<file path="src/rtl/core/compact_target_retarget_core_defines.svh">
// Assertion macros used by the retarget core top level.
`ifndef COMPACT_TARGET_RETARGET_CORE_DEFINES_SVH
`define COMPACT_TARGET_RETARGET_CORE_DEFINES_SVH

// Check that a condition implies a consequence in the same cycle.
`define CRT_ASSERT_IMPL(lbl, ante, cons, msg) \
  lbl: assert property (@(posedge clk_i) disable iff (!rst_ni) (ante) |-> (cons)) \
    else $error(msg);

// Check that a condition implies a consequence in the next cycle.
`define CRT_ASSERT_NEXT(lbl, ante, cons, msg) \
  lbl: assert property (@(posedge clk_i) disable iff (!rst_ni) (ante) |=> (cons)) \
    else $error(msg);

`endif

</file>
<file path="src/rtl/core/crt_pkg.sv">
// Package with shared types and constants of the compact target retarget core.
`default_nettype none
package crt_pkg;

  // Register indexes of the configuration port
  localparam logic [1:0] CRT_REG_INTERVAL = 2'd0;
  localparam logic [1:0] CRT_REG_SECONDS  = 2'd1;
  localparam logic [1:0] CRT_REG_GENESIS  = 2'd2;

  localparam logic [15:0] CRT_INTERVAL_RST = 16'd2016;
  localparam logic [15:0] CRT_SECONDS_RST  = 16'd600;
  localparam logic [31:0] CRT_GENESIS_RST  = 32'h1D00FFFF;

  localparam int unsigned CRT_PW    = 58;  // mantissa times elapsed time
  localparam int unsigned CRT_DW    = 32;  // depth bits
  // P bits plus enough zero steps to collect 32 significant quotient bits
  localparam int unsigned CRT_CELLS = 122;

  // Work item handed from cell to cell
  typedef struct packed {
    logic                vld;
    logic [31:0]         prev;     // previous compact target
    logic                flt;      // exponent below three or zero ideal time
    logic [CRT_PW-1:0]   pbits;    // dividend bits still to shift in
    logic [5:0]          pcnt;
    logic [10:0]         zcnt;     // trailing zero bits not yet shifted in
    logic [31:0]         rem;
    logic [CRT_PW-1:0]   quot;
    logic [CRT_DW-1:0]   dbits;    // depth+1 bits for the interval check
    logic [5:0]          dcnt;
    logic [15:0]         drem;
  } crt_cell_t;

  // Finish stage to output stage
  typedef struct packed {
    logic              vld;
    logic [31:0]       prev;
    logic              retgt;
    logic              bad;
    logic [8:0]        len;
    logic [5:0]        sh;
    logic [CRT_PW-1:0] quot;
  } crt_fin_t;

endpackage
`default_nettype wire

</file>
<file path="src/rtl/core/crt_front.sv">
// Input stages: elapsed time, clamp and mantissa product.
`default_nettype none
module crt_front (
  input  wire logic              clk_i,
  input  wire logic              rst_ni,
  input  wire logic              en_i,
  input  wire logic              accept_i,
  input  wire logic [31:0]       prev_target_i,
  input  wire logic [31:0]       prev_depth_i,
  input  wire logic [31:0]       prev_time_i,
  input  wire logic [31:0]       start_time_i,
  input  wire logic [31:0]       ideal_i,
  output logic                   s0_vld_o,
  output crt_pkg::crt_cell_t     cell_o
);

  logic               s0_vld_q;
  logic [31:0]        prev_q;
  logic [31:0]        dep_q;
  logic signed [32:0] el_q;

  // Capture the transaction
  always_ff @(posedge clk_i or negedge rst_ni) begin
    if (!rst_ni) begin
      s0_vld_q <= 1'b0;
    end else if (accept_i) begin
      s0_vld_q <= 1'b1;
    end else if (en_i) begin
      s0_vld_q <= 1'b0;
    end
  end

  always_ff @(posedge clk_i) begin
    if (accept_i) begin
      prev_q <= prev_target_i;
      dep_q  <= prev_depth_i + 32'd1;
      el_q   <= $signed({1'b0, prev_time_i}) - $signed({1'b0, start_time_i});
    end
  end

  // Clamp elapsed time and form the dividend
  logic signed [34:0] el_ext, lo_s, hi_s, el_cl;
  logic [33:0]        el_u;
  logic [7:0]         exp_in;
  crt_pkg::crt_cell_t cell_d, cell_q;

  always_comb begin
    el_ext = {{2{el_q[32]}}, el_q};
    lo_s   = $signed({5'd0, ideal_i[31:2]});
    hi_s   = $signed({1'b0, ideal_i, 2'b00});
    el_cl  = el_ext;
    if (el_cl < lo_s) el_cl = lo_s;
    if (el_cl > hi_s) el_cl = hi_s;
    el_u   = el_cl[33:0];
    exp_in = prev_q[31:24];

    cell_d.vld   = s0_vld_q;
    cell_d.prev  = prev_q;
    cell_d.flt   = (exp_in < 8'd3) || (ideal_i == 32'd0);
    cell_d.pbits = {10'd0, prev_q[23:0]} * {24'd0, el_u};
    cell_d.pcnt  = 6'(crt_pkg::CRT_PW);
    cell_d.zcnt  = (exp_in < 8'd3) ? 11'd0 : {exp_in - 8'd3, 3'b000};
    cell_d.rem   = '0;
    cell_d.quot  = '0;
    cell_d.dbits = dep_q;
    cell_d.dcnt  = 6'(crt_pkg::CRT_DW);
    cell_d.drem  = '0;
  end

  always_ff @(posedge clk_i or negedge rst_ni) begin
    if (!rst_ni) begin
      cell_q <= '0;
    end else if (en_i) begin
      cell_q <= cell_d;
    end
  end

  assign s0_vld_o = s0_vld_q;
  assign cell_o   = cell_q;

endmodule
`default_nettype wire

</file>
<file path="config.mk">
export PLATFORM = sky130hd
export DESIGN_NAME = crt_front
export DESIGN_NICKNAME = d
export VERILOG_FILES = /design/src/rtl/core/compact_target_retarget_core_defines.svh /design/src/rtl/core/crt_pkg.sv /design/src/rtl/core/crt_front.sv
export SDC_FILE = /design/constraint.sdc
export NUM_CORES = 2
export LEC_CHECK = 0
export ABC_AREA = 1
export CAP_MARGIN = 10
export CELL_PAD_IN_SITES_DETAIL_PLACEMENT = 1
export CELL_PAD_IN_SITES_GLOBAL_PLACEMENT = 1
export CORE_MARGIN = 3
export CORE_UTILIZATION = 45
export CTS_BUF_LIST = sky130_fd_sc_hd__clkbuf_4 sky130_fd_sc_hd__clkbuf_8
export CTS_CLUSTER_DIAMETER = 40
export DETAILED_ROUTE_END_ITERATION = 16
export DONT_BUFFER_PORTS = 1
export GPL_ROUTABILITY_DRIVEN = 0
export HOLD_SLACK_MARGIN = 0.12
export PLACE_DENSITY_LB_ADDON = 0.1
export SYNTH_ARGS = -nofsm -noshare
export SYNTH_HDL_FRONTEND = slang
export SYNTH_SLANG_ARGS = --single-unit
</file>
<file path="constraint.sdc">
create_clock -name clk_i -period 26.5 [get_ports clk_i]
set_input_delay 1.325 -clock clk_i [delete_from_list [all_inputs] [get_ports clk_i]]
set_output_delay 1.325 -clock clk_i [all_outputs]
set_load 0.01 [all_outputs]
</file>
==> key figures <==
Floorplanning
  – Die height: 312 um
  – Ports: 418
  – Die Width: 312 um
  – Die area: 97200 um2
  – Initial core utilization: 0.456
  – Site row count: 111
  – Core Area: 92200 um2

Run status
  – Status: finished, final reports clean

Cells and area
  – Finished layout cell area: 43700 um2
  – Most frequent cells in the layout: 1231 x inv_1, 936 x nand2_1, 703 x fa_1
  – Layout cells sized above 1: 0.0464
  – Filler cells: 11500
  – Nets: 6363
  – Finished Layout Cells: 6509
  – Area Overhead vs Synth: 3.93%
  – Most common cell after layout, fill and taps aside: inv_1

Routing
  – Antenna-violating nets left: 0
  – DR DRC count: 0
  – WL/cell: 24.0 um
  – Vias per cell: 5.40
  – DR iter-0 viols: 2451
  – Vias: 35200
  – Final wirelength: 156000 um
  – Drt first pass iters: 6

Yosys
  – Synth Cell Area: 42100 um2
  – Netlist cell types: 48
  – Syn Inst Count: 5325
  – Synthesized flop and latch total: 231
  – Post-synth EDFFs: 97
  – Mapped Avg Cell Area: 7.90 um2
  – Register area share after synthesis: 0.149
  – Ys flop type: dfrtp_1
  – Ys Warns: 0
  – Asr flop ratio synth: 0.580

GRT
  – Gr ovfl total: 0
  – First-pass GRT wire length: 238000 um
  – Largest net degree at the start of global routing: 135
  – Initial antenna violation count: 3
  – Total GRT Usage: 0.323
  – Vias in the first global route: 38700

Clock tree
  – Total CTS buffers: 55
  – Quantity of gates resized following cts: 0
  – CTS Hold Bufs: 0
  – CTS root buf: clkbuf_8
  – Clock Path Buffers: 3
  – CTS sink count: 231
  – Htree depth: 2
  – Clk pin slew, worst setup/hold paths: 0.06 ns
  – Post-CTS Setup Inserts: 0
  – CTS tree: yes
  – Clk_lat worst skew: 0.77 ns

Setup path
  – CP bufs+invs: 10
  – Critical Path AT: 13.16 ns
  – Crit path max-delay family: adder cells
  – Crit end category: flip-flop
  – Worst endpoint required time: 27.04 ns
  – Critical-path top delay cell: ha_2
  – Crit. path cell count: 43
  – Critical path's largest stage delay: 1.07 ns
  – Max Fanout on Critical Path: 62
  – Cell with the most instances on the worst path: inv_1
  – WS Path Type: in2reg
  – R2R depth: 45
  – Startpoint types: primary input

Placed design
  – DP Area: 42400 um2
  – DP HPWL: 125000 um
  – Post-Place Cells: 6401
  – # port buffers: 0

Flow run
  – MaxCap Viol Count: 0

Worst hold path
  – HP Class: in2async

STA
  – Slew HR: 0.140
  – Clk_skew: 0.0851 ns
  – Worst slew pin tran: 1.29 ns
  – Final Slew Violations: 0
  – Part of the cycle the worst path needs: 0.476
  – Unrepaired setup endpoints after global routing: false
  – Minimum clock period: 12.62 ns
  – Fmax: 0.0792 GHz
  – Post-Route Setup TNS: 0 ns
  – Final setup viols: 0
  – Hold Vio Cnt, Final: 0
[cells by family after synthesis]
logic type	share of synthesized area
buffers and inverters	0.157
adder cells (fa/ha/maj)	0.418
AO/OA/AOI/OAI	0.0340
AND/OR/NAND/NOR	0.223
other	0.0000891
flip-flops	0.149
XOR/XNOR	0.0187
[layer usage]
layer | wire [um] | vias up | share of wire | GRT usage
met5 | 0 | - | 0 | 0
met3 | 10600 | 418 | 0.068 | 0.0529
met2 | 74400 | 1367 | 0.48 | 0.549
met1 | 61400 | 17900 | 0.39 | 0.397
met4 | 9850 | 0 | 0.063 | 0.169
li1 | - | 15500 | - | -
[per-stage QoR]
stage / util / worst slack (ns) / hold slack, ns
global placement: 0.460 / 13.44 / 0.429
detailed placement: 0.460 / 13.24 / 0.436
global route: 0.474 / 13.19 / 0.241
finish: 0.474 / 13.88 / 0.254
CTS: 0.474 / 13.98 / 0.196
floorplan: - / 16.42 / 0.426
[Yosys cell counts, types with 2 or more instances]
library cell  instances  area, um2
inv_1              1233       4630
nand2_1             936       3510
fa_1                703      14100
nor2_1              554       2080
nand3_1             541       2710
ha_1                281       3520
dfrtp_1             134       3350
buf_4               132        991
o21ai_0             118        591
a21oi_1             107        536
clkbuf_1            105        394
edfxtp_1             97       2910
buf_2                65        325
xor2_1               52        455
nand2_2              39        244
xnor2_1              38        333
nand4_1              32        200
nor3_1               28        140
nor2_2               23        144
buf_6                21        236
nand2_4              14        158
o21bai_1             11       82.6
a21o_1                6       45.0
nand3_2               6       60.1
a21boi_0              5       37.5
nand3b_1              5       37.5
o21a_1                5       37.5
or2_2                 5       31.3
o21ai_1               4       20.0
nor4_1                3       18.8
a31oi_1               2       12.5
and2_1                2       12.5
buf_1                 2       7.51
inv_2                 2       7.51
[worst paths after layout]
| kind | start | endpoint | slack (ns) |
|---|---|---|---|
| worst min register to register | dep_q[3]$_DFFE_PP_ | cell_o[25]$_DFFE_PN0P_ | 0.45 |
| min in group clk_i | dep_q[3]$_DFFE_PP_ | cell_o[25]$_DFFE_PN0P_ | 0.45 |
| worst max register to register | el_q[3]$_DFFE_PP_ | cell_o[184]$_DFFE_PN0P_ | 14.07 |
| worst min-delay path | rst_ni | cell_o[230]$_DFFE_PN0P_ | 0.25 |
| worst max-delay path | ideal_i[10] | cell_o[184]$_DFFE_PN0P_ | 13.88 |
| max in group asynchronous | rst_ni | cell_o[41]$_DFFE_PN0P_ | 25.87 |
[worst reg2reg max path, delay by kind of cell (launching register included)]
family	cells	cell delay, ns
adder cells (fa/ha/maj)	11	5.77
buffers and inverters	9	0.57
flip-flops	1	0.47
XOR/XNOR	1	0.46
AO/OA/AOI/OAI	4	0.87
AND/OR/NAND/NOR	20	4.11
[state kept, by name, summed over array words and instances (netlist names)]
| register | count |
|---|---|
| dep_q | 32 |
| el_q | 33 |
| cell_o | 133 |
| s0_vld_o | 1 |
| prev_q | 32 |
[layout make-up]
cell class	count	area [um2]	share of cell area
Antenna cell	4	10.0	0.000229
Clock buffer	74	931	0.0213
Clock inverter	30	344	0.00787
Inverter	1237	4650	0.106
Multi-Input combinational cell	3647	29600	0.678
Sequential cell	231	6270	0.143
Tap cell	1243	1560	0.0356
Timing Repair Buffer	43	323	0.00738
Power is left out: the tool's default activity adds up to more than one toggle a clock period on the data nets, which glitch-free logic cannot reach.
