$ cat config.mk
export PLATFORM = sky130hd
export DESIGN_NAME = crt_finish
export DESIGN_NICKNAME = d
export VERILOG_FILES = /design/src/rtl/core/compact_target_retarget_core_defines.svh /design/src/rtl/core/crt_pkg.sv /design/src/rtl/core/crt_finish.sv
export SDC_FILE = /design/constraint.sdc
export NUM_CORES = 1
export LEC_CHECK = 0
export BUFFER_PORTS_ARGS = -buffer_cell sky130_fd_sc_hd__buf_2
export CORE_ASPECT_RATIO = 0.6
export CORE_MARGIN = 2
export CORE_UTILIZATION = 42
export DETAILED_ROUTE_END_ITERATION = 16
export GPL_TIMING_DRIVEN = 1
export MAX_ROUTING_LAYER = met4
export PLACE_DENSITY = 0.68
export SYNTH_ARGS = -nofsm -noshare
export SYNTH_HDL_FRONTEND = slang
export SYNTH_SLANG_ARGS = --single-unit
$ cat constraint.sdc
create_clock -name clk_i -period 6.9 [get_ports clk_i]
set_clock_uncertainty 0.05 [all_clocks]
set_input_delay 0.69 -clock clk_i [delete_from_list [all_inputs] [get_ports clk_i]]
set_output_delay 0.69 -clock clk_i [all_outputs]
set_load 0.005 [all_outputs]
$ cat src/rtl/core/compact_target_retarget_core_defines.svh
// Assertion macros used by the retarget core top level.
`ifndef COMPACT_TARGET_RETARGET_CORE_DEFINES_SVH
`define COMPACT_TARGET_RETARGET_CORE_DEFINES_SVH

// Check that a condition implies a consequence in the same cycle.
`define CRT_ASSERT_IMPL(lbl, ante, cons, msg) \
  lbl: assert property (@(posedge clk_i) disable iff (!rst_ni) (ante) |-> (cons)) \
    else $error(msg);

// Check that a condition implies a consequence in the next cycle.
`define CRT_ASSERT_NEXT(lbl, ante, cons, msg) \
  lbl: assert property (@(posedge clk_i) disable iff (!rst_ni) (ante) |=> (cons)) \
    else $error(msg);

`endif

$ cat src/rtl/core/crt_pkg.sv
// Package with shared types and constants of the compact target retarget core.
`default_nettype none
package crt_pkg;

  // Register indexes of the configuration port
  localparam logic [1:0] CRT_REG_INTERVAL = 2'd0;
  localparam logic [1:0] CRT_REG_SECONDS  = 2'd1;
  localparam logic [1:0] CRT_REG_GENESIS  = 2'd2;

  localparam logic [15:0] CRT_INTERVAL_RST = 16'd2016;
  localparam logic [15:0] CRT_SECONDS_RST  = 16'd600;
  localparam logic [31:0] CRT_GENESIS_RST  = 32'h1D00FFFF;

  localparam int unsigned CRT_PW    = 58;  // mantissa times elapsed time
  localparam int unsigned CRT_DW    = 32;  // depth bits
  // P bits plus enough zero steps to collect 32 significant quotient bits
  localparam int unsigned CRT_CELLS = 122;

  // Work item handed from cell to cell
  typedef struct packed {
    logic                vld;
    logic [31:0]         prev;     // previous compact target
    logic                flt;      // exponent below three or zero ideal time
    logic [CRT_PW-1:0]   pbits;    // dividend bits still to shift in
    logic [5:0]          pcnt;
    logic [10:0]         zcnt;     // trailing zero bits not yet shifted in
    logic [31:0]         rem;
    logic [CRT_PW-1:0]   quot;
    logic [CRT_DW-1:0]   dbits;    // depth+1 bits for the interval check
    logic [5:0]          dcnt;
    logic [15:0]         drem;
  } crt_cell_t;

  // Finish stage to output stage
  typedef struct packed {
    logic              vld;
    logic [31:0]       prev;
    logic              retgt;
    logic              bad;
    logic [8:0]        len;
    logic [5:0]        sh;
    logic [CRT_PW-1:0] quot;
  } crt_fin_t;

endpackage
`default_nettype wire

$ cat src/rtl/core/crt_finish.sv
// Finish stages: byte length, mantissa extraction and genesis cap.
`default_nettype none
module crt_finish (
  input  wire logic               clk_i,
  input  wire logic               rst_ni,
  input  wire logic               en_i,
  input  wire logic [15:0]        interval_i,
  input  wire logic [31:0]        genesis_i,
  input  crt_pkg::crt_cell_t      cell_i,
  output logic                    vld_o,
  output logic [31:0]             next_target_o,
  output logic                    recomputed_o,
  output logic                    fault_o
);

  crt_pkg::crt_fin_t fin_d, fin_q;
  logic [6:0]        blen;
  logic [11:0]       lbits, lsum, shw;

  // Measure the quotient and derive the byte length
  always_comb begin
    blen = '0;
    for (int i = 0; i < crt_pkg::CRT_PW; i++) begin
      if (cell_i.quot[i]) blen = 7'(i + 1);
    end
    lbits = (cell_i.quot == '0) ? 12'd0 : ({5'd0, blen} + {1'b0, cell_i.zcnt});
    lsum  = lbits + 12'd7;
    shw   = {lsum[11:3], 3'b000} - 12'd24 - {1'b0, cell_i.zcnt};

    fin_d.vld   = cell_i.vld;
    fin_d.prev  = cell_i.prev;
    fin_d.retgt = (interval_i != 16'd0) && (cell_i.drem == 16'd0);
    fin_d.len   = lsum[11:3];
    fin_d.bad   = cell_i.flt || (lsum[11:3] < 9'd4);
    fin_d.sh    = shw[5:0];
    fin_d.quot  = cell_i.quot;
  end

  always_ff @(posedge clk_i or negedge rst_ni) begin
    if (!rst_ni) begin
      fin_q <= '0;
    end else if (en_i) begin
      fin_q <= fin_d;
    end
  end

  // Select mantissa, cap at genesis, pick the result
  logic [crt_pkg::CRT_PW-1:0] shq;
  logic [23:0]                mant;
  logic [8:0]                 gexp;
  logic [31:0]                res;
  logic                       rec, flt;

  always_comb begin
    shq  = fin_q.quot >> fin_q.sh;
    mant = shq[23:0];
    gexp = {1'b0, genesis_i[31:24]};
    res  = {fin_q.len[7:0], mant};
    if (fin_q.len > gexp || (fin_q.len == gexp && mant > genesis_i[23:0])) begin
      res = genesis_i;
    end
    rec = fin_q.retgt;
    flt = fin_q.retgt && fin_q.bad;
    if (!fin_q.retgt || fin_q.bad) res = fin_q.prev;
  end

  logic        vld_q;
  logic [31:0] nt_q;
  logic        rec_q, flt_q;

  always_ff @(posedge clk_i or negedge rst_ni) begin
    if (!rst_ni) begin
      vld_q <= 1'b0;
    end else if (en_i) begin
      vld_q <= fin_q.vld;
    end
  end

  always_ff @(posedge clk_i) begin
    if (en_i) begin
      nt_q  <= res;
      rec_q <= rec;
      flt_q <= flt;
    end
  end

  assign vld_o         = vld_q;
  assign next_target_o = nt_q;
  assign recomputed_o  = rec_q;
  assign fault_o       = flt_q;

endmodule
`default_nettype wire

==> impl_metrics.ini <==
[run_status]
status = completed

[sta]
maxSlewViolCount = 0
finalSetupViolCount = 0
min_period_ps = 5715
post-route-period-util_pct = 82.82
tns_ps = 0
fmax_ghz = 0.1750
finalHoldViolations = 0
tightest_slew_ps = 1077
rsz0062_at_grt = no
slew_headroom_pct = 27.92

[floorplanning]
boundaryPins = 339
coreArea_sq_um = 25510
die_h_um = 129.4
dieArea_sq_um = 27560
initial_core_util_pct = 43.16
die_w_um = 213.0
rows = 45

[global_route]
grt_max_degree = 92
grt_pass1_wl_um = 54100
grt_use_met1_pct = 41.63
busiest_layer = met1
overflow = 0
first_global_vias = 9221
antenna_found_initial = 0
grtUsageMet2_pct = 34.36
track_usage_pct = 26.82
grtUsageMet3_pct = 6.277

[critical_path]
crit_slowest_cell = dfrtp_2
critPathRequiredTime_ps = 7030
cp.arrival_ps = 5850
cpLargestDelayFamily = compound AO/OA/AOI/OAI gates
endpoint_kind = flip-flop
path_cells = nor2_1 > a221oi_1 > o21ai_0 > o221ai_1 > ha_1 > a21oi_1 > o21ai_0 > a311oi_1 > a21oi_1 > buf_4 > nor2_4 > buf_4 > mux2i_1 > o21ai_1
worst-path-max-fanout = 43
max_stage_delay_ps = 1020
crit_buf_inv = 2
start_kind = flip-flop
critical_path_class = flip-flop to flip-flop

[clock_network]
path_clk_slew_ps = 60
cts_buffers = 17
cts_setup_buffers = 0
cts_max_level = 4
insertion_delay_ps = 450
ctsHoldBuffers = 0
cts_root_buf = clkbuf_16
cts_resized = 0
cts_sinks = 143
clock_path_buffers = 2
cts_tree = yes

[logic_synthesis]
synth_cells = 1145
yosys_warnings = 0
synth_edf_count = 34
syn_area_sq_um = 11010
synthArstFlopShare_pct = 76.22
synth_flop_cell = dfrtp_1
synth_fp_nets = 1493
synthDistinctLibCells = 79
syn_area_per_cell_sq_um = 9.614
ys_seq_area_share_pct = 34.05
postSynthRegisterBits = 143

[final_layout]
antennaDiodeCount = 0
stdcell_count = 1682
nFillCells = 2415
drive_gt1_share_pct = 32.33
areaGrowthSynthToFinish_pct = 16.63
fin_nets = 1665

[pwr]
pwr-share-seq_pct = 29.2
power_per_cell_area_nw_per_um2 = 283.1
power_switching_share_pct = 40.25
total_leakage_power_nw = 5.454
p_clk_share_pct = 25.9
p_sw_mw = 1.463
comb_power_share_pct = 44.8
irDropWorstVdd_mv = 0.1657
internal-power_mw = 2.171

[detailed_routing]
vias_per_cell = 5.949
firstDrtPassIters = 5
dr.first_iter.drc_count = 1068
routed-via-count = 10010
drcViolationCount = 0
wl_per_cell_um = 20.87
wl_um = 35110
drtAntennaViolNets = 0

[placement]
gp_congestion = 0.9701
port_buffers = 204
dpl.hpwl_um = 27350
dp_cells = 1650

[min_path]
min_path_type = input pin to async pin

[job]
maxCapViolations = 0
state kept, by name, summed over array words and instances (netlist names):
signal	count
fault_o	1
rec	1
fin_q	107
vld_o	1
recomputed_o	1
next_target_o	32
path summary, 6_finish.rpt:
check,from,to,slack [ps],cells after the start
min in group clk_i,cell_i[15],rec,370,2
worst max register to register,fin_q[59],next_target_o[1],1190,14
max in group asynchronous,rst_ni,fin_q[60],5290,2
worst min-delay path,rst_ni,fin_q[14],260,1
worst min register to register,fin_q[75],fin_q[75],460,1
worst max-delay path,fin_q[59],next_target_o[1],1190,14
metrics by stage:
step	utilization, %	total power, mW	setup WS (ps)	hold slack, ps	area (sq um)
detailed placement	48.01	2.661	1160	443.5	12250
floorplan	-	2.156	2481	344.4	11010
CTS	50.34	3.614	1280	280.3	12840
global route	50.34	3.845	741.8	325.8	12840
finish	50.34	3.634	1185	264.9	12840
global placement	48.01	2.655	1196	436.2	12250
kinds of logic after synthesis:
| kind of cell | synth area share (%) |
|---|---|
| fa+ha+maj | 5.069 |
| compound gates | 19.90 |
| buf+inv | 5.297 |
| simple gates | 12.89 |
| mux | 21.44 |
| xor+xnor | 1.353 |
| flops | 34.05 |
synth_stat cells (10+ instances only):
master	instances	area [sq um]
mux2_2	128	1441
dfrtp_1	109	2728
nor2_1	94	352.8
a21oi_1	77	385.4
nand2_1	77	289.0
o21ai_0	62	310.3
inv_1	50	187.7
mux2i_1	49	490.5
ha_1	43	538.0
clkbuf_1	34	127.6
edfxtp_1	34	1021
o22ai_1	30	187.7
nor4_1	25	156.4
nand3_1	22	110.1
nor3_1	21	105.1
a211oi_1	20	150.1
mux4_2	19	427.9
buf_2	13	65.06
nor2b_1	12	75.07
nand4_1	11	68.82
o221ai_1	11	96.34
and2_1	10	62.56
xnor2_1	10	87.58
layout make-up:
cell class                      instances  area [sq um]  area share [%]
Sequential cell                       143          3751           29.22
Multi-Input combinational cell        879          6686           52.08
Clock buffer                           20         457.9           3.567
Tap cell                              352         440.4           3.430
Clock inverter                         12         135.1           1.053
Inverter                               54         202.7           1.579
Timing Repair Buffer                  222          1165           9.073
layout by cell type (no fill, tap or decap), types with 9 or more instances in the layout:
| master | synthesis | routed |
|---|---|---|
| edfxtp_1 | 34 | 34 |
| nand3_1 | 22 | 22 |
| o211ai_1 | 9 | 9 |
| a21oi_1 | 77 | 77 |
| and2_1 | 10 | 10 |
| nor2b_1 | 12 | 11 |
| mux2_2 | 128 | 128 |
| a211oi_1 | 20 | 20 |
| dfrtp_1 | 109 | 107 |
| o31ai_1 | 9 | 9 |
| nor2_1 | 94 | 93 |
| nand2_1 | 77 | 77 |
| mux4_2 | 19 | 19 |
| mux2i_1 | 49 | 49 |
| nor4_1 | 25 | 25 |
| ha_1 | 43 | 43 |
| o221ai_1 | 11 | 11 |
| o22ai_1 | 30 | 30 |
| buf_4 | 7 | 19 |
| o21ai_0 | 62 | 62 |
| nor3_1 | 21 | 21 |
| clkbuf_16 | 0 | 18 |
| nand4_1 | 11 | 11 |
| xnor2_1 | 10 | 10 |
| buf_2 | 13 | 202 |
| inv_1 | 50 | 50 |
| o311ai_0 | 9 | 9 |
power by group through the flow:
stage	clock (mW)	sequential (mW)	combinational [mW]
2_1_floorplan	0	1.03	1.13
3_3_place_gp	0	1.07	1.58
3_5_place_dp	0	1.08	1.58
4_1_cts	0.955	1.06	1.60
5_1_grt	0.990	1.08	1.78
6_report	0.943	1.06	1.63
metal layers:
layer	vias up	part of all wire, %	routed length (um)
li1	4719	-	-
met1	4872	51	17830
met2	384	40	13990
met3	32	8.3	2905
met4	0	1.1	384
met5	-	0	0
Power figures use the tool's default switching activity.
