[src/rtl/core/compact_target_retarget_core_defines.svh]
// Assertion macros used by the retarget core top level.
`ifndef COMPACT_TARGET_RETARGET_CORE_DEFINES_SVH
`define COMPACT_TARGET_RETARGET_CORE_DEFINES_SVH

// Check that a condition implies a consequence in the same cycle.
`define CRT_ASSERT_IMPL(lbl, ante, cons, msg) \
  lbl: assert property (@(posedge clk_i) disable iff (!rst_ni) (ante) |-> (cons)) \
    else $error(msg);

// Check that a condition implies a consequence in the next cycle.
`define CRT_ASSERT_NEXT(lbl, ante, cons, msg) \
  lbl: assert property (@(posedge clk_i) disable iff (!rst_ni) (ante) |=> (cons)) \
    else $error(msg);

`endif

[src/rtl/core/crt_pkg.sv]
// Package with shared types and constants of the compact target retarget core.
`default_nettype none
package crt_pkg;

  // Register indexes of the configuration port
  localparam logic [1:0] CRT_REG_INTERVAL = 2'd0;
  localparam logic [1:0] CRT_REG_SECONDS  = 2'd1;
  localparam logic [1:0] CRT_REG_GENESIS  = 2'd2;

  localparam logic [15:0] CRT_INTERVAL_RST = 16'd2016;
  localparam logic [15:0] CRT_SECONDS_RST  = 16'd600;
  localparam logic [31:0] CRT_GENESIS_RST  = 32'h1D00FFFF;

  localparam int unsigned CRT_PW    = 58;  // mantissa times elapsed time
  localparam int unsigned CRT_DW    = 32;  // depth bits
  // P bits plus enough zero steps to collect 32 significant quotient bits
  localparam int unsigned CRT_CELLS = 122;

  // Work item handed from cell to cell
  typedef struct packed {
    logic                vld;
    logic [31:0]         prev;     // previous compact target
    logic                flt;      // exponent below three or zero ideal time
    logic [CRT_PW-1:0]   pbits;    // dividend bits still to shift in
    logic [5:0]          pcnt;
    logic [10:0]         zcnt;     // trailing zero bits not yet shifted in
    logic [31:0]         rem;
    logic [CRT_PW-1:0]   quot;
    logic [CRT_DW-1:0]   dbits;    // depth+1 bits for the interval check
    logic [5:0]          dcnt;
    logic [15:0]         drem;
  } crt_cell_t;

  // Finish stage to output stage
  typedef struct packed {
    logic              vld;
    logic [31:0]       prev;
    logic              retgt;
    logic              bad;
    logic [8:0]        len;
    logic [5:0]        sh;
    logic [CRT_PW-1:0] quot;
  } crt_fin_t;

endpackage
`default_nettype wire

[src/rtl/core/crt_cell.sv]
// One division cell: up to one quotient bit and one depth remainder bit per cycle while enabled.
`default_nettype none
module crt_cell (
  input  wire logic               clk_i,
  input  wire logic               rst_ni,
  input  wire logic               en_i,
  input  wire logic [31:0]        ideal_i,
  input  wire logic [15:0]        interval_i,
  input  crt_pkg::crt_cell_t      cell_i,
  output crt_pkg::crt_cell_t      cell_o
);

  crt_pkg::crt_cell_t cell_d, cell_q;
  logic               dostep, bitin, qbit;
  logic [32:0]        t;
  logic [16:0]        t2;

  always_comb begin
    cell_d = cell_i;
    dostep = 1'b0;
    bitin  = 1'b0;
    // Feed dividend bits first, then zeros until 32 quotient bits stand or zcnt runs out
    if (cell_i.pcnt != 6'd0) begin
      dostep       = 1'b1;
      bitin        = cell_i.pbits[crt_pkg::CRT_PW-1];
      cell_d.pbits = {cell_i.pbits[crt_pkg::CRT_PW-2:0], 1'b0};
      cell_d.pcnt  = cell_i.pcnt - 6'd1;
    end else if (cell_i.zcnt != 11'd0 && cell_i.quot[crt_pkg::CRT_PW-1:31] == '0) begin
      dostep      = 1'b1;
      cell_d.zcnt = cell_i.zcnt - 11'd1;
    end
    // Restoring division step
    t    = {cell_i.rem, bitin};
    qbit = (t >= {1'b0, ideal_i});
    if (dostep) begin
      cell_d.rem  = qbit ? 32'(t - {1'b0, ideal_i}) : t[31:0];
      cell_d.quot = {cell_i.quot[crt_pkg::CRT_PW-2:0], qbit};
    end
    // Depth remainder step
    t2 = {cell_i.drem, cell_i.dbits[crt_pkg::CRT_DW-1]};
    if (cell_i.dcnt != 6'd0) begin
      cell_d.drem  = (t2 >= {1'b0, interval_i}) ? 16'(t2 - {1'b0, interval_i})
                                                : t2[15:0];
      cell_d.dbits = {cell_i.dbits[crt_pkg::CRT_DW-2:0], 1'b0};
      cell_d.dcnt  = cell_i.dcnt - 6'd1;
    end
  end

  always_ff @(posedge clk_i or negedge rst_ni) begin
    if (!rst_ni) begin
      cell_q <= '0;
    end else if (en_i) begin
      cell_q <= cell_d;
    end
  end

  assign cell_o = cell_q;

endmodule
`default_nettype wire

[config.mk]
export PLATFORM = sky130hd
export DESIGN_NAME = crt_cell
export DESIGN_NICKNAME = d
export VERILOG_FILES = /design/src/rtl/core/compact_target_retarget_core_defines.svh /design/src/rtl/core/crt_pkg.sv /design/src/rtl/core/crt_cell.sv
export SDC_FILE = /design/constraint.sdc
export NUM_CORES = 1
export LEC_CHECK = 0
export ABC_CLOCK_PERIOD_IN_PS = 1100
export BUFFER_PORTS_ARGS = -buffer_cell sky130_fd_sc_hd__buf_2
export CORE_AREA = 5 5 213 215
export CTS_BUF_LIST = sky130_fd_sc_hd__clkbuf_4
export DETAILED_ROUTE_END_ITERATION = 8
export DIE_AREA = 0 0 218 220
export GPL_ROUTABILITY_DRIVEN = 0
export PLACE_DENSITY = 0.55
export SETUP_SLACK_MARGIN = 0.05
export SLEW_MARGIN = 20
export SYNTH_ARGS = -nofsm -noshare
export SYNTH_HDL_FRONTEND = slang
export SYNTH_SLANG_ARGS = --single-unit
[constraint.sdc]
create_clock -name clk_i -period 1.1 [get_ports clk_i]
set_input_delay 0.055 -clock clk_i [delete_from_list [all_inputs] [get_ports clk_i]]
set_output_delay 0.055 -clock clk_i [all_outputs]
set_load 0.01 [all_outputs]
==> flow_summary.json, run 1 <==
{
  "antenna_found_initial": 7,
  "switchingPower_mw": 10.23,
  "placed_cell_area_um2": 20420,
  "period_share": 2.384,
  "clkSinkCount": 253,
  "worstMarginPinSlew_ns": 0.5061,
  "cts_buffers": 76,
  "synth-async-reset-ratio": 1.000,
  "synth_area_leaders": "dfrtp_1 (44%), mux2i_1 (6.2%), nand2_1 (5.9%), nor2_1 (5.3%), a31oi_1 (5.3%)",
  "critical_path_class": "input port to flop",
  "crit_path_end_kind": "flop",
  "dieArea_um2": 47960,
  "worst_hold_slack_ns": -0.3041,
  "place_inst": 2978,
  "p_int_mw": 20.90,
  "worst_setup_path_start_kind": "input port",
  "synth_edf_count": 0,
  "core_um2": 43550,
  "power_frac_seq": 0.358,
  "max_freq_mhz": 381.3,
  "nets": 3243,
  "gr-usage-all-layers": 0.2463,
  "drive_above_1_share": 0.4290,
  "layout_commonest_cell": "buf_2",
  "cts_tree": "yes",
  "yosys_warnings": 0,
  "cts-root-buf": "clkbuf_4",
  "drt_iter0_markers": 1342,
  "finalHoldViolCount": 19,
  "swShare": 0.3285,
  "combPwrFrac": 0.343,
  "grt_pass1_wl_um": 94990,
  "avgSynthCellArea_um2": 8.768,
  "cts_buffer_depth": 3,
  "hp-class": "input port to flop",
  "clk_latency_ns": 0.75,
  "p_leak_nw": 13.08,
  "die_h_um": 220,
  "viasPerCell": 5.046,
  "ys_ff_latch": 253,
  "violations": "hold timing, setup timing",
  "dp_hpwl_um": 43980,
  "cp.required_ns": 1.74,
  "powerDensity_nw_per_um2": 1164,
  "cp_data_arrival_time_ns": 3.26,
  "slew_headroom": 0.6538,
  "drv_slew": 0,
  "status": "finished with violations",
  "dieWidth_um": 218,
  "synth_cell_types": 59,
  "drtAntennaViolNets": 0,
  "port-buffer-count": 556,
  "final_design_area_no_fill_um2": 26750,
  "synth.largest_area_cell": "dfrtp_1",
  "grt_pass1_vias": 17840,
  "grt_overflow": 0,
  "htreeDepth": 3,
  "stdcell_count": 3535,
  "yosysSeqAreaShare": 0.4390,
  "final_cell_mix": "buf_2 (424), buf_4 (365), dlygate4sd3_1 (305), dfrtp_1 (251), nand2_1 (223)",
  "cap_violations": 0,
  "dpl_worst_slack_ns": -2.366,
  "clk_pin_slew_worst_paths_ns": 0.06,
  "clock_skew_ns": 0,
  "largest_reg_flops": 253,
  "rsz0062_at_grt": "yes",
  "netlist_instances": 1645,
  "syn_to_final_growth_pct": 85.47,
  "firstDrtPassIters": 5,
  "clkPwrFrac": 0.298,
  "synth.cell_area_um2": 14420,
  "rows": 77,
  "fin_crit_ns": 2.622,
  "fin_ws_ns": -1.522,
  "post-route-util": 0.6143,
  "vias": 17836,
  "drc": 0,
  "ios": 557,
  "synth_top_area_share": 0.4390,
  "wirelength_um": 67350,
  "synth.net_count": 2002,
  "ir_worst_vdd_uv": 936.3,
  "initial_utilization": 0.3312,
  "synth_ff_type": "dfrtp_1",
  "wl_per_cell_um": 19.05,
  "finalSetupViolations": 457,
  "grt_max_degree": 100,
  "cp_max_fo": 3
}
## cell families (layout without fill, tap and decap cells)
logic type,count (synthesis),in the layout,share of synthesized area
XOR/XNOR,51,51,0.03097
other,0,6,0
flip-flops,253,253,0.4390
buffers and inverters,190,1482,0.04962
AO/OA/AOI/OAI,391,391,0.1666
adder cells (fa/ha/maj),53,53,0.04702
multiplexers,129,129,0.09300
AND/OR/NAND/NOR,578,578,0.1739
## worst max-delay path: stages
cell and delay [ns]:
buf_6 0.11, inv_8 0.05, ha_4 0.12, or3b_4 0.38, or3_4 0.40, nand2_4 0.09
ha_4 0.13, inv_2 0.04, fa_2 0.36, a211oi_2 0.22, o211a_1 0.25, nor4_1 0.10
o31a_1 0.29, o21ai_2 0.22, o21ai_1 0.10, xor2_1 0.15, mux2i_1 0.12, o21ai_0 0.08
## cells in the mapped netlist, types with 5 or more instances
master and number:
a211oi_1 8, a21o_1 17, a21oi_1 116, a31oi_1 122, and3_1 7, buf_1 6
clkbuf_1 93, dfrtp_1 253, ha_1 51, inv_1 89, mux2_2 40, mux2i_1 89
nand2_1 228, nand3_1 32, nand4_1 5, nor2_1 204, nor2b_1 32, nor3_1 20
nor4_1 13, o211ai_1 5, o21a_1 6, o21ai_0 54, o21bai_1 6, o221ai_1 13
o22ai_1 11, or2_2 8, or3_1 8, xnor2_1 34, xor2_1 17
## per-layer routing
layer / share of wire / global-route usage / vias to the layer above
met5: 0.00037 / 0 / -
li1: - / - / 8283
met3: 0.081 / 0.07103 / 212
met2: 0.49 / 0.4220 / 829
met4: 0.052 / 0.1300 / 4
met1: 0.37 / 0.2789 / 8508
## final cells by class
class | count | area [µm²]
timing repair buffer | 1264 | 10170
antenna | 6 | 15.01
multi-input combinational | 1202 | 8165
fill | 3526 | 16800
clock buffer | 107 | 803.3
inverter | 89 | 386.6
sequential | 253 | 6334
clock inverter | 22 | 136.4
tap | 592 | 740.7
## final timing paths
kind | startpoint | depth (start not counted) | endpoint | slack, ns
worst max-delay path | cell_i[155] | 18 | cell_o[136] | -1.52
worst min-delay path | cell_i[218] | 3 | cell_o[218] | -0.30
worst max register to register | cell_o[137] | 4 | cell_o[137] | 0.10
worst min register to register | cell_o[242] | 1 | cell_o[242] | 0.50
max in group asynchronous | rst_ni | 4 | cell_o[194] | 0.14
min in group asynchronous | rst_ni | 3 | cell_o[31] | 0.35
## metrics by stage
step	setup TNS, ns	power [mW]
after global routing	-229.10	32.80
final	-201.18	31.13
after CTS	-213.42	29.64
after floorplan	-196.32	14.81
after global placement	-291.06	18.92
after detailed placement	-295.77	19.02
## timing repair
action,4_1_cts,5_1_grt
hold endpoints to repair,506,45
setup endpoints to repair,420,460
resized for setup,72,234
buffers inserted,13,98
gates cloned,2,4
pin swaps,21,37
hold buffers,306,28
## power groups by stage
stage               registers [mW]  clock network (mW)  logic, mW
floorplan                     11.6                   0       3.25
global placement              11.1                   0       7.80
detailed placement            11.1                   0       7.90
CTS                           11.0                9.54       9.09
global route                  11.2                10.1       11.5
finish                        11.2                9.29       10.7
No activity file was read; power rests on OpenSTA's default activity.
==> run 2: changes to the inputs <==
Settings changed: HOLD_SLACK_MARGIN from default to 0.08, PLACE_DENSITY 0.55 to 0.62.
==> run 2 against run 1 <==
  * The run still ends with hold timing, setup timing left
  * Largest cell class unchanged
  * Clock skew did not move
  * Sequential share of layout area down 0.24 points
  * Hold slack got worse by 0.061 ns
==> flow_summary.json, run 2 (synthesis results as in run 1) <==
{
  "drive_above_1_share": 0.3988,
  "wl_per_cell_um": 20.65,
  "reg2reg_to": "cell_o[118]",
  "max_freq_mhz": 361.6,
  "grt_max_degree": 94,
  "clk_pin_slew_worst_paths_ns": 0.07,
  "critical_path_class": "input port to flop",
  "crit_start": "cell_i[156]",
  "violations": "hold timing, setup timing",
  "ff2ff_setup_slack_ns": 0.15,
  "cp_data_arrival_time_ns": 3.43,
  "drt_iter0_markers": 1701,
  "drtAntennaViolNets": 0,
  "worstMarginPinSlew_ns": 0.5636,
  "layout_commonest_cell": "buf_2",
  "cap_violations": 0,
  "top_layer": "met5",
  "grt_pass1_vias": 19961,
  "cts-root-buf": "clkbuf_4",
  "cts_buffers": 76,
  "clock_skew_ns": 0,
  "die_h_um": 220,
  "rows": 77,
  "ir_worst_vdd_uv": 1075,
  "grt_overflow": 0,
  "dieWidth_um": 218,
  "port-buffer-count": 556,
  "slew_headroom": 0.6214,
  "placed_cell_area_um2": 20440,
  "hp-class": "input port to flop",
  "wl_met3_um": 6936,
  "dp_hpwl_um": 44240,
  "fin_crit_ns": 2.766,
  "rsz0062_at_grt": "yes",
  "viasPerCell": 5.301,
  "antenna_found_initial": 6,
  "cts_tree": "yes",
  "cp_max_fo": 3,
  "wirelength_um": 74280,
  "htreeDepth": 3,
  "setup_tns_ns": -257.36,
  "wl_met1_um": 26520,
  "fin_ws_ns": -1.666,
  "largest_reg_flops": 253,
  "endpoint": "cell_o[128]",
  "ios": 557,
  "regToRegStartpoint": "cell_o[118]",
  "vias": 19067,
  "final_design_area_no_fill_um2": 27020,
  "nets": 3301,
  "cp.required_ns": 1.76,
  "reg2regPathDepth": 3,
  "post-route-util": 0.6205,
  "clk_latency_ns": 0.76,
  "firstDrtPassIters": 6,
  "worst_setup_path_start_kind": "input port",
  "cts_buffer_depth": 3,
  "gr-usage-all-layers": 0.2861,
  "initial_utilization": 0.3312,
  "dieArea_um2": 47960,
  "drv_slew": 0,
  "period_share": 2.514,
  "dpl_worst_slack_ns": -2.348,
  "worst_hold_slack_ns": -0.3650,
  "powerDensity_nw_per_um2": 1145,
  "p_leak_nw": 13.12,
  "finalSetupViolations": 471,
  "finalHoldViolCount": 13,
  "drc": 0,
  "core_um2": 43550,
  "met2_length_um": 35640,
  "clkSinkCount": 253,
  "grt_pass1_wl_um": 109100,
  "crit_path_end_kind": "flop",
  "status": "finished with violations",
  "fill_cells": 3285,
  "syn_to_final_growth_pct": 87.34,
  "final_cell_mix": "buf_2 (557), dlygate4sd3_1 (423), buf_4 (269), dfrtp_1 (252), nand2_1 (206)"
}
run 2: changes by cell type in the layout (fill, tap and decap cells not counted), sizes merged, moves of 4 or more:
cell         delta
buf            -58
clkbuf          -4
dlygate4sd3   +118
clkinv          +5
run 2: metal layers:
layer,GRT usage,up-vias
met3,0.08696,381
met4,0.1836,4
li1,-,8418
met2,0.4838,1206
met1,0.3130,9058
met5,0,-
run 2: area by class of cell:
class | count | area, µm² | area share
inverters | 89 | 381.6 | 0.01412
clock inverters | 28 | 183.9 | 0.006807
clock buffers | 105 | 788.3 | 0.02917
flip-flops and latches | 253 | 6332 | 0.2344
multi-input cells | 1202 | 8190 | 0.3031
diodes | 6 | 15.01 | 0.0005557
repair buffers | 1322 | 10390 | 0.3844
well taps | 592 | 740.7 | 0.02741
run 2: what timing repair did:
action                     4_1_cts  5_1_grt
setup endpoints to repair      421      466
pin swaps                       15       59
hold endpoints to repair       506       51
buffers inserted                21       13
resized for setup               75      116
gates cloned                    10        1
hold buffers                   422       27
run 2: how the worst min path moves through the flow:
stage                     slack [ns]        start  cells past startpoint          end
after floorplan                -0.24       rst_ni                      0    cell_o[0]
after global placement         -0.02       rst_ni                      1   cell_o[41]
after detailed placement       -0.02       rst_ni                      1   cell_o[41]
after CTS                      -0.50  cell_i[218]                      3  cell_o[218]
after global routing           -0.41  cell_i[218]                      3  cell_o[218]
final                          -0.37  cell_i[218]                      3  cell_o[218]
run 2: power breakdown:
part | internal, mW | switching, mW
registers | 10.4 | 0.812
clock network | 4.92 | 4.86
logic | 5.09 | 4.90
run 2: worst max-delay path, cell delays in order:
cell	delay [ns]
buf_12	0.12
inv_12	0.04
ha_4	0.13
or3b_4	0.39
or3_4	0.43
nand2_4	0.10
ha_4	0.14
inv_2	0.03
fa_2	0.38
a211oi_4	0.26
o211a_1	0.24
nor4_2	0.08
o31a_1	0.29
a211o_1	0.26
a21oi_2	0.14
xnor2_1	0.08
mux2i_1	0.16
o21ai_1	0.08
run 2: through the flow:
stage | instances | power (mW) | hold WS (ns)
CTS | 3562 | 30.06 | -0.5010
detailed placement | 2976 | 19.01 | -0.02483
finish | 3597 | 30.94 | -0.3650
global placement | 2976 | 18.86 | -0.02192
floorplan | 1645 | 14.81 | -0.2406
global route | 3595 | 32.36 | -0.4145
